File: src/bim_ram.sv
`timescale 1ns / 1ps
// Generic simple dual-port RAM, one write and one registered read port.
// Stand-alone; no package needed.
module bim_ram #(
	parameter int WIDTH = 8,
	parameter int DEPTH = 2
) (
	input  logic                     clk,
	input  logic                     we,
	input  logic [$clog2(DEPTH)-1:0] waddr,
	input  logic [WIDTH-1:0]         wdata,
	input  logic                     re,
	input  logic [$clog2(DEPTH)-1:0] raddr,
	output logic [WIDTH-1:0]         rdata
);
	logic [WIDTH-1:0] mem [DEPTH];
	logic [WIDTH-1:0] rdata_q;

	always_ff @(posedge clk) begin
		if (we) begin
			mem[waddr] <= wdata;
		end
		if (re) begin
			rdata_q <= mem[raddr];
		end
	end

	assign rdata = rdata_q;
endmodule

File: config.mk
export PLATFORM = sky130hd
export DESIGN_NAME = bim_ram
export DESIGN_NICKNAME = d
export VERILOG_FILES = /design/src/bim_ram.sv
export SDC_FILE = /design/constraint.sdc
export NUM_CORES = 1
export LEC_CHECK = 0
export ABC_AREA = 0
export BUFFER_PORTS_ARGS = -buffer_cell sky130_fd_sc_hd__buf_2
export CAP_MARGIN = 25
export CORE_ASPECT_RATIO = 1.1
export CORE_MARGIN = 4
export CORE_UTILIZATION = 44
export DETAILED_ROUTE_END_ITERATION = 8
export GPL_TIMING_DRIVEN = 0
export PLACE_DENSITY_LB_ADDON = 0.12
export SETUP_SLACK_MARGIN = 0.02
export SLEW_MARGIN = 20
export SYNTH_ARGS = -nofsm -noshare
export SYNTH_HDL_FRONTEND = slang
export SYNTH_SLANG_ARGS = --single-unit
File: constraint.sdc
create_clock -name clk -period 1.74 [get_ports clk]
set_clock_uncertainty 0.2 [all_clocks]
set_input_delay 0.087 -clock clk [delete_from_list [all_inputs] [get_ports clk]]
set_output_delay 0.087 -clock clk [all_outputs]
set_load 0.03 [all_outputs]
; After elaboration in Yosys (flattened, before gate mapping)
; Memories as Yosys holds them, arrays and structs flattened. A register that Yosys moved wholly into a read port is not among the register bits.
; Cells that the tools add are included.
[totals]
register_bits = 0
output_inout_bits = 8
ram_bits = 16
elab_cells = 3
mem_count = 1
in_bits = 13
[op_classes]
mux = 2
[mem_list]
columns = memory, depth, word_bits, read_ports, rd_ports_with_merged_regs, write_ports, line_no
row1 = mem, 2, 8, 1, 1, 1, 16  ; logic [WIDTH-1:0] mem [DEPTH];
[ops]
columns = operator, n
row1 = $mux W1, 2

; Depth between registers and ports, before layout
[logic_depth]
word_depth = 2
ltp_mapped = 2
depth_no_buf = 1

; Worst setup path before layout
; OpenSTA, ideal clock, no wires.
[synth_path]
path_type = input port to flip-flop
start = input we
end = memory mem[0][0] (enable)
setup_slack_ns = 0.660
n_path_buf = 0
path_stages = 1
arrival_time_ns = 0.507
cell_sequence = nor2b_1
[synth_via]
elab_chain_cells = 2
[synth_rtl]
columns = item, line_no
row1 = from (decl), 9  ; input logic we,
row2 = $mux W1, 20  ; if (we) begin
row3 = $mux W1 (not written as such), 21  ; mem[waddr] <= wdata;
row4 = to (decl), 16
; Every way passes these cells.

; Final worst setup path
[layout_path]
start = input waddr
end = memory mem[0][1] (enable)
[layout_lines]
columns = item, line_no
row1 = from (decl), 10  ; input logic [$clog2(DEPTH)-1:0] waddr,
; No word-level cell before the write port.

==> out/results.txt <==
Pin count of the biggest net entering global routing: 15
Drt via density: 4.23
Syn Inst Count: 35
Dpl ws: 0.424 ns
Post-cts sizing count: 0
TritonCTS clock tree: done
Hold Vio Cnt, Final: 0
Initial core utilization: 47.5%
CP Data Arrival Time: 1.27 ns
Post-synth top area share: 83.4%
Status: finished, final reports clean
Cts bufs inserted: 3
Bufs on Longest Clock Path: 2
Synthesized area per cell: 24.7 sq um
Initial drt markers: 0
Overall power: 1.20 mW
Setup TNS: 0 ns
Worst-Margin Slew: 0.683 ns
Post-route minimum period: 1.53 ns
Die Y: 54.5 um
GPL Wtd Cong: 0.575
Vias in the first global route: 453
Final setup margin: 0.212 ns
YS warnings: 0
Critical Path Fanout Max: 8
First-pass GRT wire length: 1.83 mm
CP Capture Type: flop
Core footprint: 0.00182 sq mm
Worst vdd ir: 0.677 mV
Full die area: 0.00274 sq mm
Pins Over Slew Limit: 0
ANT nets after route: 0
# rows: 16
Initial antenna violation count: 0
Slew HR: 54.4%
Synth unique cells: 5
Lkg Pwr: 0.454 nW
Vias: 406
Final nets: 83
Min-delay worst type: input pin to flop
Final worst-path cycle share: 87.8%
P&R area growth vs syn: 33.7%
PwrDens: 1040 mW/mm^2
Synth top area cells: edfxtp_1, mux2_4, buf_6
Final wirelength: 1.08 mm
Boundary Pins: 21
Die W: 50.3 um
GRT Util Overall: 9.35%
Antenna diodes: 0
Post-synthesis sequential area ratio: 83.4%
Pre-Repair DR Iteration Count: 1
Worst-Skew Late Latency: 0.31 ns
Worst setup SP type: input pin
Layout cells sized above 1: 46.4%
Critical path class: input pin to flop
Placed cell area: 993 sq um
Top cell type by total area after synthesis: edfxtp_1
Top achievable clock speed: 0.654 GHz
Design Area, Final: 0.00116 sq mm
Number of port buffers: 19
Seq cells post-synth: 24
H-tree depth: 1
Routed len/inst: 11.3 um
Setup violators final: 0
Unrepaired setup endpoints after global routing: false
Reg clk slew, reported paths: 0.13 ns
Max cap viols: 0
Root buffer cell: clkbuf_4
Grt ovf: 0
Syn_nets: 48
DRC Markers: 0
Worst EP required: 1.49 ns
Clk sinks: 24
Synthesized area: 865 sq um
## kinds of logic (layout without fill, tap and decap cells)
family        after synthesis  after routing  share of synthesized area (%)
simple gates                2              2                           1.45
flops                      24             24                           83.4
mux                         8              8                           13.9
buf+inv                     1             35                           1.30
## flip-flops by register name, summed over array words and instances, names as in the netlist
signal	cells
mem	16
rdata	8
## path summary, 6_finish.rpt
| kind | startpoint | endpoint | slack (ns) | cells after the start |
|---|---|---|---|---|
| worst min register to register | mem[0][3]$_DFFE_PP_ | rdata[3]$_DFFE_PP_ | 0.36 | 1 |
| worst max register to register | mem[0][5]$_DFFE_PP_ | rdata[5]$_DFFE_PP_ | 0.63 | 1 |
| worst min-delay path | we | mem[0][5]$_DFFE_PP_ | 0.11 | 2 |
| worst max-delay path | waddr | mem[0][1]$_DFFE_PP_ | 0.21 | 3 |
## synthesized netlist by cell type
master and n:
and2_1 1, mux2_4 8, nor2b_1 1, edfxtp_1 24
buf_6 1
## what timing repair did
item / 4_1_cts / 5_1_grt
hold endpoints to repair: 37 / 0
endpoints found under the setup margin: 0 / 0
setup buffers: 0 / 0
hold buffers: 11 / 0
## through the flow
| stage | util [%] | hold WS (ns) | instances |
|---|---|---|---|
| 2_1_floorplan | - | -0.0141 | 35 |
| 6_report | 63.5 | 0.110 | 96 |
| 4_1_cts | 63.5 | 0.102 | 96 |
| 5_1_grt | 63.5 | 0.111 | 96 |
| 3_3_place_gp | 54.5 | 0.0742 | 81 |
| 3_5_place_dp | 54.5 | 0.0800 | 81 |
## placed cells by master, fill, tap and decap left out, drive strengths merged
master / count
edfxtp: 24
dlygate4sd3: 11
nor2b: 1
and2: 1
mux2: 8
bufinv: 1
clkbuf: 3
buf: 20
## report_power, final
group          switching [mW]  internal (mW)
Sequential            0.00884          0.682
Combinational          0.0590         0.0616
Clock                   0.152          0.233
## worst max-delay path: stages
cell and delay (ns):
dlygate4sd3_1 0.53, buf_2 0.12, nor2b_1 0.53
## area by class of cell
class                      count  area (sq um)
multi-input combinational     10           133
clock buffer                   3          22.5
buffer                         1          11.3
clock inverter                 1          30.0
timing repair buffer          30           205
sequential                    24           721
tap                           27          33.8
fill                         131           666
## per-layer routing
metal,routed length (um),global-route usage (%),vias to the layer above
met2,549,17.6,20
met1,419,9.20,178
met3,105,3.54,2
met4,9,4.15,0
li1,-,-,206
met5,0,0,-
No activity file was read; power rests on OpenSTA's default activity.
