File: src/bim_pkg.sv
`timescale 1ns / 1ps
// Shared types and constants for the block-set interleave map.
// Used by the channel payloads, the divider and the top level.
package bim_pkg;

	localparam int MAX_CHUNKS = 64;
	localparam int TBL_DEPTH  = MAX_CHUNKS + 1;
	localparam int TBL_AW     = $clog2(TBL_DEPTH);

	localparam int IDX_W      = 7;
	localparam int BND_W      = 48;
	localparam int SET_W      = 40;
	localparam int SLICE_W    = 16;
	localparam int CCNT_W     = 7;
	localparam int CFG_IDX_W  = 1;
	localparam int CFG_DATA_W = 16;

	localparam int DIV_W      = 48;
	localparam int DIV_CNT_W  = $clog2(DIV_W);

	localparam logic [CFG_IDX_W-1:0] CFG_SLICE_LBAS  = 1'd0;
	localparam logic [CFG_IDX_W-1:0] CFG_CHUNK_COUNT = 1'd1;

	localparam logic CMD_WRITE     = 1'b0;
	localparam logic CMD_TRANSLATE = 1'b1;

	typedef struct packed {
		logic              cmd;
		logic [IDX_W-1:0]  entry_index;
		logic [BND_W-1:0]  boundary_lba;
		logic [SET_W-1:0]  set_index;
	} in_item_t;

	typedef struct packed {
		logic [SET_W-1:0]  entry_out;
		logic              out_of_range;
		logic              misaligned;
	} out_item_t;

	typedef struct packed {
		logic              start;
		logic [DIV_W-1:0]  num;
		logic [DIV_W-1:0]  den;
	} div_req_t;

	typedef struct packed {
		logic              done;
		logic [DIV_W-1:0]  quot;
		logic [DIV_W-1:0]  rem;
	} div_rsp_t;

	typedef enum logic [3:0] {
		S_IDLE,
		S_MUL_LO,
		S_MUL_HI,
		S_SCAN,
		S_DIV_GO,
		S_DIV_WAIT,
		S_SPLIT,
		S_POS,
		S_OFF,
		S_SUM,
		S_OUT
	} state_t;

	typedef enum logic [1:0] {
		DOP_LEN,
		DOP_START,
		DOP_GROUP,
		DOP_POS
	} div_op_t;

endpackage

File: src/bim_div.sv
`timescale 1ns / 1ps
// Bit-serial restoring divider, one quotient bit per cycle.
// Depends on bim_pkg for the request and response structs.
module bim_div (
	input  logic              clk,
	input  logic              arst_n,
	input  bim_pkg::div_req_t req,
	output bim_pkg::div_rsp_t rsp
);
	import bim_pkg::*;

	logic                 busy_q;
	logic                 done_q;
	logic [DIV_CNT_W-1:0] cnt_q;
	logic [DIV_W-1:0]     rem_q;
	logic [DIV_W-1:0]     quo_q;
	logic [DIV_W-1:0]     den_q;
	logic [DIV_W:0]       rem_sh;
	logic [DIV_W:0]       diff;

	assign rem_sh = {rem_q, quo_q[DIV_W-1]};
	assign diff   = rem_sh - {1'b0, den_q};

	always_ff @(posedge clk or negedge arst_n) begin
		if (!arst_n) begin
			busy_q <= 1'b0;
			done_q <= 1'b0;
			cnt_q  <= '0;
		end else begin
			done_q <= 1'b0;
			if (req.start) begin
				busy_q <= 1'b1;
				cnt_q  <= '0;
			end else if (busy_q) begin
				cnt_q <= cnt_q + 1'b1;
				if (cnt_q == DIV_CNT_W'(DIV_W - 1)) begin
					busy_q <= 1'b0;
					done_q <= 1'b1;
				end
			end
		end
	end

	always_ff @(posedge clk) begin
		if (req.start) begin
			rem_q <= '0;
			quo_q <= req.num;
			den_q <= req.den;
		end else if (busy_q) begin
			// keep the difference when it does not borrow
			if (!diff[DIV_W]) begin
				rem_q <= diff[DIV_W-1:0];
				quo_q <= {quo_q[DIV_W-2:0], 1'b1};
			end else begin
				rem_q <= rem_sh[DIV_W-1:0];
				quo_q <= {quo_q[DIV_W-2:0], 1'b0};
			end
		end
	end

	assign rsp.done = done_q;
	assign rsp.quot = quo_q;
	assign rsp.rem  = rem_q;
endmodule

File: config.mk
export PLATFORM = sky130hd
export DESIGN_NAME = bim_div
export DESIGN_NICKNAME = d
export VERILOG_FILES = /design/src/bim_pkg.sv /design/src/bim_div.sv
export SDC_FILE = /design/constraint.sdc
export NUM_CORES = 1
export LEC_CHECK = 0
export BUFFER_PORTS_ARGS = -buffer_cell sky130_fd_sc_hd__buf_2
export CAP_MARGIN = 30
export CORE_MARGIN = 2
export CORE_UTILIZATION = 55
export DETAILED_ROUTE_END_ITERATION = 10
export GPL_TIMING_DRIVEN = 0
export HOLD_SLACK_MARGIN = 0.15
export PLACE_DENSITY = 0.8
export SETUP_SLACK_MARGIN = 0.05
export SKIP_LAST_GASP = 1
export SYNTH_ARGS = -nofsm -noshare
export SYNTH_HDL_FRONTEND = slang
export SYNTH_SLANG_ARGS = --single-unit
File: constraint.sdc
create_clock -name clk -period 4.1 [get_ports clk]
set_input_delay 0.41 -clock clk [delete_from_list [all_inputs] [get_ports clk]]
set_output_delay 0.41 -clock clk [all_outputs]
set_load 0.01 [all_outputs]
### Yosys cells after proc, flatten, opt, wreduce, memory -nomap -nowiden

Index checks and enable logic that the tools add are counted.

| word-level totals | value |
|---|---|
| bits of input ports | 99 |
| output and inout port bits | 97 |
| logic and storage cells | 22 |
| bits in registers | 152 |

| cells by class | value |
|---|---|
| muxes and demuxes | 12 |
| reduce and logical (&&, ||, !) cells | 1 |
| add/sub/neg operators | 2 |
| eq/ne operators | 1 |

Operators by type and width:

| operator | count |
|---|---|
| $mux 48 | 3 |
| $sub 49x48->49 | 1 |
| $mux 6 | 2 |
| $mux 1 | 7 |
| $add 6x1->6 const B | 1 |
| $eq 6x6->1 const B | 1 |
| $reduce_bool 2->1 | 1 |

### Depth between registers and ports, before layout

Gate-level depths: netlist (run 1).

| depth | value |
|---|---|
| depth in word-level cells | 4 |
| depth in mapped cells | 14 |
| depth with buffers taken out | 13 |

### Worst setup path after synthesis (run 1)

No wires, ideal clock.

| timing path | value |
|---|---|
| kind | register -> register |
| start | register quo_q[47] |
| end | register rem_q[41] |
| arrival time | 2940 ps |
| stages on the path, launching flop included | 14 |
| library setup time | 122 ps |
| setup slack | 1038 ps |
| period minus slack after synthesis | 3062 ps |
| required time | 3978 ps |
| buffers on the path | 1 |
| cell sequence | edfxtp_1 > inv_1 > ha_1 > fa_1 > nor2b_1 > o31a_1 > o31ai_1 > a21o_1 > a2111oi_4 > a21oi_2 > xnor2_4 > buf_4 > nor2_1 > a221o_1 |

| between the ends | value |
|---|---|
| cells in the longest elaborated chain, start to end | 2 |

RTL lines:

| element | RTL line | source |
|---|---|---|
| start: declaration | bim_div.sv:16 | `logic [DIV_W-1:0] quo_q;` |
| start signal: assignment | bim_div.sv:47 | `quo_q <= req.num;` |
| start signal: assignment | bim_div.sv:53 | `quo_q <= {quo_q[DIV_W-2:0], 1'b1};` |
| start signal: assignment | bim_div.sv:56 | `quo_q <= {quo_q[DIV_W-2:0], 1'b0};` |
| $sub 49x48->49 | bim_div.sv:22 | `assign diff = rem_sh - {1'b0, den_q};` |
| $mux 48 | bim_div.sv:51 | `if (!diff[DIV_W]) begin` |
| end signal: assignment | bim_div.sv:52 | `rem_q <= diff[DIV_W-1:0];` |
| end signal: assignment | bim_div.sv:55 | `rem_q <= rem_sh[DIV_W-1:0];` |
| end: declaration | bim_div.sv:15 | `logic [DIV_W-1:0] rem_q;` |

No other way between the ends.
A chain may end at the register's enable or synchronous reset.

### Worst setup path after layout (run 1)

| timing path | value |
|---|---|
| start | register quo_q[47] |
| end | register rem_q[44] |

The elaborated chain is that of the path after synthesis.

==> results of run 1 <==
==> cells in the final DEF (no fill, tap or decap), types with 17 or more instances in the layout <==
cell type        n
a21o_1          23
inv_1           65
nand2_1         61
buf_2          202
xnor2_1         27
dfxtp_1         48
a21oi_1         61
ha_1            49
edfxtp_1        96
dlygate4sd3_1   38
a211oi_1        28
mux2_2          49
xor2_1          18
o21ai_0         45
nor2_1          63
clkbuf_1        28
mux2i_1         36
clkbuf_16       17
==> worst max path at each step <==
stage | startpoint | end | cells after the start
3_5_place_dp | quo_q[47]$_DFFE_PP_ | rem_q[41]$_SDFFE_PP0P_ | 13
2_1_floorplan | quo_q[47]$_DFFE_PP_ | rem_q[41]$_SDFFE_PP0P_ | 13
6_report | quo_q[47]$_DFFE_PP_ | rem_q[44]$_SDFFE_PP0P_ | 14
3_3_place_gp | req[96] | quo_q[33]$_DFFE_PP_ | 4
4_1_cts | quo_q[47]$_DFFE_PP_ | rem_q[44]$_SDFFE_PP0P_ | 14
5_1_grt | quo_q[47]$_DFFE_PP_ | rem_q[44]$_SDFFE_PP0P_ | 14
==> per-layer routing <==
layer	global-route usage [%]	vias to the layer above	part of all wire (%)
li1	-	3651	-
met1	34.53	3659	40
met2	49.75	332	49
met3	8.428	70	8.0
met4	12.33	0	3.2
met5	0	-	0
==> per-stage QoR <==
stage | hold slack (ns) | setup slack, ns | total power, mW | utilization, % | std cells
2_1_floorplan | 0.1144 | 1.038 | 4.761 | - | 863
3_3_place_gp | 0.2725 | 0.3855 | 5.691 | 63.83 | 1274
3_5_place_dp | 0.2741 | 0.5977 | 5.741 | 64.08 | 1276
4_1_cts | 0.1517 | 0.5145 | 7.265 | 69.85 | 1343
5_1_grt | 0.1507 | 0.2313 | 7.748 | 69.98 | 1345
6_report | 0.1635 | 0.4274 | 7.300 | 69.98 | 1345
==> flip-flops by register name, summed over array words and instances, names as in the netlist <==
| name | cells |
|---|---|
| rem_q | 48 |
| busy_q | 1 |
| quo_q | 48 |
| done_q | 1 |
| cnt_q | 6 |
| den_q | 48 |
==> cell usage after synthesis, types with 3 or more instances <==
| cell type | instances | area share (%) |
|---|---|---|
| mux2_2 | 49 | 6.3 |
| buf_2 | 7 | 0.40 |
| xnor2_1 | 27 | 2.7 |
| a21o_1 | 23 | 2.0 |
| o21ai_0 | 45 | 2.6 |
| a22oi_1 | 4 | 0.34 |
| o21ai_1 | 11 | 0.62 |
| nand4_1 | 13 | 0.92 |
| a21oi_1 | 61 | 3.5 |
| inv_1 | 66 | 2.8 |
| edfxtp_1 | 96 | 33 |
| nor2b_1 | 9 | 0.64 |
| xor2_1 | 18 | 1.8 |
| and3_1 | 6 | 0.43 |
| and4_1 | 4 | 0.40 |
| a211oi_1 | 28 | 2.4 |
| o31a_1 | 3 | 0.30 |
| nor3_1 | 8 | 0.45 |
| nor2_1 | 63 | 2.7 |
| o311ai_0 | 3 | 0.30 |
| o31ai_1 | 5 | 0.43 |
| ha_1 | 49 | 7.0 |
| o21bai_1 | 10 | 0.85 |
| nand2_1 | 61 | 2.6 |
| nand2b_1 | 5 | 0.35 |
| nand3_1 | 5 | 0.28 |
| buf_4 | 4 | 0.34 |
| mux2i_1 | 36 | 4.1 |
| clkbuf_1 | 28 | 1.2 |
| nor3b_1 | 3 | 0.26 |
| o21a_1 | 4 | 0.34 |
| a31oi_1 | 8 | 0.57 |
| o22ai_1 | 4 | 0.28 |
| o211ai_1 | 4 | 0.34 |
| dfrtp_1 | 8 | 2.3 |
| dfxtp_1 | 48 | 11 |
| and2_1 | 6 | 0.43 |
==> what timing repair did <==
item,CTS,global route
setup buffers,0,0
endpoints found under the hold margin,43,2
hold buffers,36,2
==> critical path, cell delays in order, from the launching register on <==
cell and delay (ns):
edfxtp_1 0.34, inv_1 0.06, ha_1 0.23, fa_1 0.40, nor2b_1 0.16, o31a_1 0.21
o31ai_1 0.14, a21o_1 0.23, a2111oi_4 0.46, a21oi_2 0.17, xnor2_4 0.19, buf_4 0.22
nor2_1 0.48, a22oi_1 0.15, o21ai_0 0.14
==> cell families after synthesis <==
kind of cell               share of synthesized area, %
buffers and inverters                             4.823
xor gates and xnor gates                          4.781
and+or+nand+nor                                   10.20
adders and majority gates                         7.178
AOI/OAI and AO/OA                                 16.83
DFF                                               45.85
muxes                                             10.34
==> power by group through the flow <==
stage / sequential, mW / clock, mW / combinational [mW]
finish: 2.27 / 1.48 / 3.55
floorplan: 2.34 / 0 / 2.42
CTS: 2.26 / 1.50 / 3.51
detailed placement: 2.29 / 0 / 3.45
global placement: 2.28 / 0 / 3.41
global route: 2.31 / 1.56 / 3.88
==> final cells by class <==
class,count,area (µm²),area share [%]
Clock buffer,17,425.4,3.855
Buffer,41,177.7,1.610
Tap cell,216,270.3,2.449
Clock inverter,14,123.9,1.122
Timing Repair Buffer,235,1396,12.65
Sequential cell,152,4044,36.64
Inverter,66,247.7,2.245
Multi-Input combinational cell,604,4350,39.42
==> implementation parameters, run 1 <==
Parameter                              Value

Run status
  Outcome ... completed

Setup path
  Sort of element at the end of the critical path ... flip-flop
  Worst reg2reg setup slack ... between 0.4 and 0.5 ns
  Reg-to-reg startpoint ... quo_q[47]$_DFFE_PP_
  Critical-path maximum fanout ... 10
  R2r endpoint ... rem_q[44]$_SDFFE_PP0P_
  Data arrival at the endpoint of the critical path ... around 4 ns
  Worst setup path class ... reg -> reg
  Count of cells along the worst register-to-register path ... 14
  Worst EP required ... ~4.4 ns
  Setup crit start kind ... flip-flop

Placement
  Post-detailed-placement half-perimeter wirelength ... between 15 and 20 mm
  Post-placement cell area ... 10110 µm²
  Input/output buffers ... ~200
  Routability cong. ... about 0.94

STA
  Skew final ... 0.01246 ns
  Number of pins with negative max-slew slack in the final report ... 0
  Number of failing setup endpoints in the final timing report ... 0
  Slew of the pin with the lowest slew margin ... 0.7191 ns
  Fin crit share ... 89.57%
  Setup repair after global routing missed its margin ... false
  Setup Total Neg Slack ... 0 ns
  Timing-limited maximum frequency ... 272.3 MHz
  Minimum clock period after layout ... approximately 3.7 ns
  Relative slew slack ... approximately 50%
  Final number of hold-violating endpoints ... 0

Logic synthesis
  Share of async-settable or async-resettable flops after synthesis ... between 5 and 6%
  Prevailing post-synth register cell ... edfxtp_1
  Register area share after synthesis ... 45.85%
  Warnings from Yosys ... 0
  Syn Nets ... around 1000
  Synthesized instance count ... roughly 860
  Post-synth EDFFs ... 96
  Number of flip-flops and latches in the synthesized netlist ... ~150
  Synthesized area ... 8820 µm²
  Post-synthesis cell type count ... 61
  Mean post-synth cell area ... approximately 10 µm²

Cells and area
  Layout filler cell count ... between 1000 and 1500
  Post-synthesis to final-layout area growth ... 25.12%
  Count of antenna diodes in the layout ... 0
  Share of cells above drive strength 1 ... ~26%
  Finished layout cell area ... roughly 11000 µm²
  NumNets Final ... 1266

Global route
  Number of global-route vias before repair ... ~7600
  GR Util All Layers ... about 29%
  Largest net degree at the start of global routing ... 47
  Aggregate global routing overflow ... 0
  Initial antenna violation count ... 0
  First-pass GRT wire length ... between 30 and 40 mm

Power and ir drop
  Sequential power share ... a little under a third
  Switching share of power ... between 40% and 50%
  Net switching power figure ... 2.980 mW
  Pwr dens ... between 600 and 700 nW/µm²
  Part of the power in combinational logic ... between 40 and 50%
  Clock network fraction of total power ... between 20% and 30%
  P_leak ... 4.885 nW
  Internal Dissipation ... between 4 and 5 mW
  Worst-case vdd ir drop ... between 400 and 500 µV

Drt
  Post-DR wirelength/cell ... about 18 µm
  DR DRC count ... 0
  Via/cell ratio ... 5.734
  Number of nets still failing antenna checks after routing ... 0
  Final wirelength ... roughly 25 mm
  Vias ... between 7000 and 8000
  DRT iter0 DRCs ... between 500 and 600
  First-pass detailed-route iteration total ... 5

Die
  CORE AREA ... 15770 µm²
  Die ar. ... about 17000 µm²
  Die W ... ~130 µm
  Count of standard-cell rows ... 46
  # IOs ... 196
  Chip Height ... roughly 130 µm
  Starting density of the core ... a little under three fifths

Worst hold path
  Hold path startpoint ... req[14]
  Cell depth of the worst hold path ... 1
  Path class of the lowest-slack min-delay path ... in -> reg
  Endpoint of the worst hold-timing path ... den_q[14]$_DFFE_PP_

Clock network
  Cts bufs inserted ... 17
  Clk slew on worst S/H paths ... approximately 0.070 ns
  Maximum clock path buffer count ... 2
  TritonCTS clock tree ... yes
  Count of cells resized by post-cts repair ... 0
  Cell at the root of the clock tree ... clkbuf_16
  Clock latency on the worst-skew pair ... 0.43 ns
  CTS Sinks ... 152
  Maximum level of the CTS H-tree ... 4

Run
  Number of max-capacitance violations reported ... 0
No activity file was read; power rests on OpenSTA's default activity.
==> run 2: changes to the inputs <==
CORE_UTILIZATION = 57   (was 55)
CTS_BUF_LIST = sky130_fd_sc_hd__clkbuf_2   (was unset)
PLACE_DENSITY = 0.82   (was 0.8)
==> implementation parameters, run 2 (synthesis results as in run 1) <==
Parameter                              Value

STA
  Skew final ... 0.05937 ns (+0.04691 ns)
  Minimum clock period after layout ... 3.589 ns (-0.08387 ns)
  Number of failing setup endpoints in the final timing report ... 0 (unchanged)
  Number of pins with negative max-slew slack in the final report ... 0 (unchanged)
  Slew of the pin with the lowest slew margin ... 0.7860 ns (+0.06690 ns)
  Setup repair after global routing missed its margin ... false
  Timing-limited maximum frequency ... 278.7 MHz (+2.3%)
  Final number of hold-violating endpoints ... 0 (unchanged)
  Setup Total Neg Slack ... 0 ns (unchanged)
  Relative slew slack ... 46.24% (-5.2 points)
  Worst setup slack after layout ... 0.5113 ns (+0.08387 ns)
  Fin crit share ... 87.53% (-2.0 points)

Cells and area
  Most used cells in the layout excluding fill and tap cells ... 202 x buf_2, 99 x dlygate4sd3_1, 96 x edfxtp_1
  Post-Route Utilization ... 74.62% (+4.6 points)
  Biggest regs ... den_q: 48 flops, quo_q: 48 flops, rem_q: 48 flops
  Multi-input gate area ... 4350 µm² (unchanged)
  Post-Layout Cell Count ... 1379 (+2.5%)
  Most common library cell in the layout ignoring fill and taps ... buf_2
  Finished layout cell area ... 11300 µm² (+2.4%)
  FF/Latch Area ... 4044 µm² (unchanged)
  Layout filler cell count ... 1060 (-15%)
  NumNets Final ... 1327 (+4.8%)
  Count of antenna diodes in the layout ... 0 (unchanged)
  Share of cells above drive strength 1 ... 24.85% (-1.1 points)
  Post-synthesis to final-layout area growth ... 28.15%

Clock network
  Clock latency on the worst-skew pair ... 0.79 ns (+0.36 ns)
  Clk slew on worst S/H paths ... 0.26 ns (+0.19 ns)
  Count of buffers added by post-CTS timing repair for setup ... 0 (unchanged)
  Cell at the root of the clock tree ... clkbuf_2
  Maximum level of the CTS H-tree ... 4 (unchanged)
  Maximum clock path buffer count ... 2 (unchanged)
  TritonCTS clock tree ... yes
  Count of cells resized by post-cts repair ... 0 (unchanged)
  Cts bufs inserted ... 17 (unchanged)
  CTS Sinks ... 152 (unchanged)

Global route
  GR Util All Layers ... 31.75% (+2.6 points)
  First-pass GRT wire length ... 40.38 mm (+6.2%)
  Initial antenna violation count ... 0 (unchanged)
  Aggregate global routing overflow ... 0 (unchanged)
  Largest net degree at the start of global routing ... 47 (unchanged)
  Number of global-route vias before repair ... 8006 (+5.4%)

Setup path
  Setup crit start kind ... flip-flop
  Critical-path maximum fanout ... 10 (unchanged)
  Data arrival at the endpoint of the critical path ... 4.31 ns (+0.29 ns)
  Worst EP required ... 4.82 ns (+0.38 ns)
  Worst setup path class ... reg -> reg
  Sort of element at the end of the critical path ... flip-flop

Drt
  Number of nets still failing antenna checks after routing ... 0 (unchanged)
  Via/cell ratio ... 5.795 (+1.1%)
  First-pass detailed-route iteration total ... 6 (+1)
  Vias ... 7991 (+3.6%)
  Final wirelength ... 25.49 mm (+3.9%)
  Post-DR wirelength/cell ... 18.48 µm (+1.4%)
  DRT iter0 DRCs ... 710 (+24%)
  DR DRC count ... 0 (unchanged)

Worst hold path
  Path class of the lowest-slack min-delay path ... in -> reg

Power and ir drop
  Pwr dens ... 596.0 nW/µm² (-9.9%)
  P_leak ... 5.016 nW (+2.7%)
  Worst-case vdd ir drop ... 361.5 µV (-23%)

Die
  Die ar. ... 16480 µm² (-3.4%)
  Die W ... 128.4 µm (-1.7%)
  Chip Height ... 128.4 µm (-1.7%)
  # IOs ... 196 (unchanged)
  Count of standard-cell rows ... 45 (-2.2%)
  Starting density of the core ... 58.23% (+2.3 points)
  CORE AREA ... 15150 µm² (-4.0%)

Placement
  Post-detailed-placement half-perimeter wirelength ... 17.49 mm (-3.2%)
  Placement-stage worst setup slack ... 0.6320 ns (+0.03433 ns)
  DP Cell Count ... 1248 (-2.2%)
  Post-placement cell area ... 10070 µm² (-0.35%)
  Routability cong. ... 0.9708 (+2.9%)
  Input/output buffers ... 195 (unchanged)

Run status
  Outcome ... completed

Run
  Number of max-capacitance violations reported ... 0 (unchanged)
[run 2: cell types whose count changed in the layout (fill, tap and decap cells not counted)]
cell | previous run | this run
clkbuf_2 | 0 | 20
clkinv_1 | 3 | 1
bufinv_16 | 1 | 2
clkinv_2 | 1 | 0
clkinv_4 | 4 | 2
clkbuf_16 | 17 | 0
clkinvlp_4 | 1 | 2
dlygate4sd3_1 | 38 | 99
inv_6 | 4 | 5
[run 2: per-stage QoR]
step / total power, mW / hold WS (ns)
3_3_place_gp: 5.659 / 0.2708
6_report: 6.737 / 0.2954
5_1_grt: 7.195 / 0.2303
2_1_floorplan: 4.761 / 0.1144
4_1_cts: 6.666 / 0.2803
3_5_place_dp: 5.729 / 0.2704
[run 2: cell type report]
type / count / area share (%)
plain buffers: 41 / 1.572
multi-input cells: 604 / 38.49
well taps: 188 / 2.081
flip-flops and latches: 152 / 35.78
clock buffers: 20 / 0.8856
repair buffers: 296 / 17.76
inverters: 66 / 2.192
clock inverters: 12 / 1.240
[run 2: path summary, 6_finish.rpt]
| path | start | endpoint | slack [ns] | cells after the start |
|---|---|---|---|---|
| min in group asynchronous | arst_n | cnt_q[0]$_DFFE_PN0P_ | 0.60 | 3 |
| max in group asynchronous | arst_n | done_q$_DFF_PN0_ | 3.17 | 3 |
| max | den_q[0]$_DFFE_PP_ | rem_q[37]$_SDFFE_PP0P_ | 0.51 | 13 |
| max reg2reg | den_q[0]$_DFFE_PP_ | rem_q[37]$_SDFFE_PP0P_ | 0.51 | 13 |
| min | req[13] | den_q[13]$_DFFE_PP_ | 0.30 | 2 |
| min reg2reg | rem_q[7]$_SDFFE_PP0P_ | rem_q[7]$_SDFFE_PP0P_ | 0.51 | 2 |
[run 2: critical path, cell delays in order, from the launching register on]
cell and delay (ns):
edfxtp_1 0.43, ha_1 0.22, fa_1 0.41, nor2b_1 0.16, o31a_1 0.21, o31ai_1 0.13, a21o_1 0.23, a2111oi_4 0.42
a21oi_2 0.16, xnor2_4 0.18, buf_4 0.22, nor2_1 0.48, a22oi_1 0.15, o21ai_0 0.11
[run 2: metal layers]
metal,track usage (%),wire [µm],vias to the layer above
met4,11.96,739,0
met1,36.86,10050,3751
met2,55.57,12620,386
li1,-,-,3792
met3,9.522,2076,62
met5,0,0,-
[run 2: repair_timing]
action / CTS / global route
setup endpoints to repair: 0 / 0
hold buffers: 99 / 0
hold endpoints to repair: 114 / 0
[run 2: power by group]
| group | internal (mW) | total, mW | switching [mW] |
|---|---|---|---|
| logic | 1.57 | 3.59 | 2.03 |
| registers | 1.95 | 2.27 | 0.311 |
| clock network | 0.297 | 0.880 | 0.583 |
| total | 3.82 | 6.74 | 2.92 |
==> run 3: changes to the inputs <==
CORE_ASPECT_RATIO = 0.7   (was unset)
==> implementation parameters, run 3 (synthesis results as in run 1) <==
Parameter                              Value

Die
  Die W ... 152.7 µm (+19%)
  CORE AREA ... 14910 µm² (-1.6%)
  Count of standard-cell rows ... 37 (-18%)
  Die ar. ... 16500 µm² (about the same)
  Starting density of the core ... 59.17% (+0.93 points)
  # IOs ... 196 (unchanged)
  Chip Height ... 108.1 µm (-16%)

Drt
  DRT iter0 DRCs ... 832 (+17%)
  Number of nets still failing antenna checks after routing ... 0 (unchanged)
  Via/cell ratio ... 5.879 (+1.4%)
  Vias ... 8142 (+1.9%)
  First-pass detailed-route iteration total ... 5 (-1)
  Final wirelength ... 27.20 mm (+6.7%)
  Post-DR wirelength/cell ... 19.64 µm (+6.3%)
  DR DRC count ... 0 (unchanged)

Worst hold path
  Path class of the lowest-slack min-delay path ... in -> reg

Run status
  Outcome ... completed

Clock network
  Count of cells resized by post-cts repair ... 0 (unchanged)
  Clock latency on the worst-skew pair ... 0.75 ns (-0.04 ns)
  Maximum level of the CTS H-tree ... 4 (unchanged)
  Cell at the root of the clock tree ... clkbuf_2
  TritonCTS clock tree ... yes
  Post-CTS Hold Buffers ... 98 (-1.0%)
  Cts bufs inserted ... 17 (unchanged)
  CTS Sinks ... 152 (unchanged)
  Clk slew on worst S/H paths ... 0.29 ns (+0.03 ns)
  Count of buffers added by post-CTS timing repair for setup ... 0 (unchanged)
  Maximum clock path buffer count ... 2 (unchanged)

Power and ir drop
  Overall power ... 6.853 mW (+1.7%)
  Worst-case vdd ir drop ... 367.7 µV (+1.7%)
  Internal Dissipation ... 3.733 mW (-2.2%)
  Net switching power figure ... 3.120 mW (+6.9%)
  Pwr dens ... 605.2 nW/µm² (+1.5%)
  Sequential power share ... 33.3% (-0.3 points)
  Part of the power in combinational logic ... 53.8% (+0.5 points)
  Switching share of power ... 45.53% (+2.2 points)
  Clock network fraction of total power ... 12.9% (-0.2 points)
  P_leak ... 5.025 nW (+0.16%)

Global route
  Number of global-route vias before repair ... 7984 (-0.27%)
  Largest net degree at the start of global routing ... 37 (-21%)
  Initial antenna violation count ... 0 (unchanged)
  GR Util All Layers ... 33.12% (+1.4 points)
  First-pass GRT wire length ... 42.50 mm (+5.2%)
  Aggregate global routing overflow ... 0 (unchanged)

Cells and area
  Most used cells in the layout excluding fill and tap cells ... 202 x buf_2, 98 x dlygate4sd3_1, 96 x edfxtp_1
  Share of cells above drive strength 1 ... 24.96% (+0.10 points)
  Multi-input gate area ... 4350 µm² (unchanged)
  Layout filler cell count ... 990 (-6.6%)
  Most common library cell in the layout ignoring fill and taps ... buf_2
  Post-Layout Cell Count ... 1385 (+0.44%)
  Count of antenna diodes in the layout ... 0 (unchanged)
  NumNets Final ... 1326 (-0.075%)
  Finished layout cell area ... 11320 µm² (+0.19%)
  Post-Route Utilization ... 75.96% (+1.3 points)
  Post-synthesis to final-layout area growth ... 28.39%
  FF/Latch Area ... 4044 µm² (unchanged)
  Biggest regs ... den_q: 48 flops, quo_q: 48 flops, rem_q: 48 flops

Setup path
  Critical-path maximum fanout ... 10 (unchanged)
  Data arrival at the endpoint of the critical path ... 4.61 ns (+0.30 ns)
  Worst EP required ... 4.77 ns (-0.05 ns)
  Setup crit start kind ... flip-flop
  Sort of element at the end of the critical path ... flip-flop
  Worst setup path class ... reg -> reg

STA
  Skew final ... 0.05142 ns (-0.007953 ns)
  Number of failing setup endpoints in the final timing report ... 0 (unchanged)
  Fin crit share ... 96.16% (+8.6 points)
  Worst-case hold slack ... 0.2071 ns (-0.08833 ns)
  Minimum clock period after layout ... 3.943 ns (+0.3538 ns)
  Setup Total Neg Slack ... 0 ns (unchanged)
  Worst setup slack after layout ... 0.1575 ns (-0.3538 ns)
  Slew of the pin with the lowest slew margin ... 0.9098 ns (+0.1238 ns)
  Relative slew slack ... 37.78% (-8.5 points)
  Timing-limited maximum frequency ... 253.6 MHz (-9.0%)
  Final number of hold-violating endpoints ... 0 (unchanged)
  Number of pins with negative max-slew slack in the final report ... 0 (unchanged)
  Setup repair after global routing missed its margin ... false

Placement
  Post-placement cell area ... 10080 µm² (about the same)
  DP Cell Count ... 1255 (+0.56%)
  Input/output buffers ... 195 (unchanged)
  Placement-stage worst setup slack ... 0.4503 ns (-0.1818 ns)
  Post-detailed-placement half-perimeter wirelength ... 18.53 mm (+6.0%)
  Routability cong. ... 0.9387 (-3.3%)

Run
  Number of max-capacitance violations reported ... 0 (unchanged)
[run 3: cell count changes in the layout (fill, tap and decap cells not counted), sizes merged]
cell | previous run | this run
inv | 71 | 73
dlygate4sd3 | 99 | 98
bufinv | 2 | 0
clkinv | 3 | 8
clkbuf | 48 | 45
clkinvlp | 2 | 0
[run 3: cell type report]
class	instances	share of cell area, %
multi-input cells	604	38.42
flip-flops and latches	152	35.71
repair buffers	295	17.64
inverters	66	2.188
well taps	195	2.155
clock inverters	15	1.569
plain buffers	41	1.569
clock buffers	17	0.7514
[run 3: power by group through the flow]
stage | Clock (mW) | Combinational, mW | Sequential [mW]
floorplan | 0 | 2.42 | 2.34
global placement | 0 | 3.43 | 2.28
detailed placement | 0 | 3.49 | 2.29
CTS | 0.893 | 3.57 | 2.26
global route | 0.953 | 4.00 | 2.32
finish | 0.884 | 3.69 | 2.28
[run 3: path summary, 6_finish.rpt]
kind / depth (start not counted) / end / from / slack [ns]
setup / recovery: 14 / rem_q[37]$_SDFFE_PP0P_ / quo_q[47]$_DFFE_PP_ / 0.16
hold / removal: 1 / den_q[45]$_DFFE_PP_ / req[96] / 0.21
setup reg to reg: 14 / rem_q[37]$_SDFFE_PP0P_ / quo_q[47]$_DFFE_PP_ / 0.16
hold reg to reg: 2 / rem_q[10]$_SDFFE_PP0P_ / rem_q[10]$_SDFFE_PP0P_ / 0.51
max in group asynchronous: 3 / cnt_q[3]$_DFFE_PN0P_ / arst_n / 3.08
min in group asynchronous: 3 / cnt_q[2]$_DFFE_PN0P_ / arst_n / 0.74
[run 3: per-layer routing]
layer / vias to the layer above / wire length [µm] / GRT usage [%]
met5: - / 0 / 0
met4: 0 / 622 / 10.52
met3: 58 / 2653 / 7.615
met2: 482 / 12480 / 54.39
met1: 3817 / 11450 / 44.16
li1: 3785 / - / -
[run 3: critical path, stage by stage (launching register included)]
cell	delay (ns)
edfxtp_1	0.44
inv_1	0.07
ha_1	0.23
fa_1	0.43
nor2b_1	0.18
o31a_1	0.22
o31ai_1	0.14
a21o_1	0.23
a2111oi_4	0.47
a21oi_2	0.17
xnor2_4	0.31
buf_4	0.31
nor2_1	0.19
a22oi_1	0.28
o21ai_0	0.17
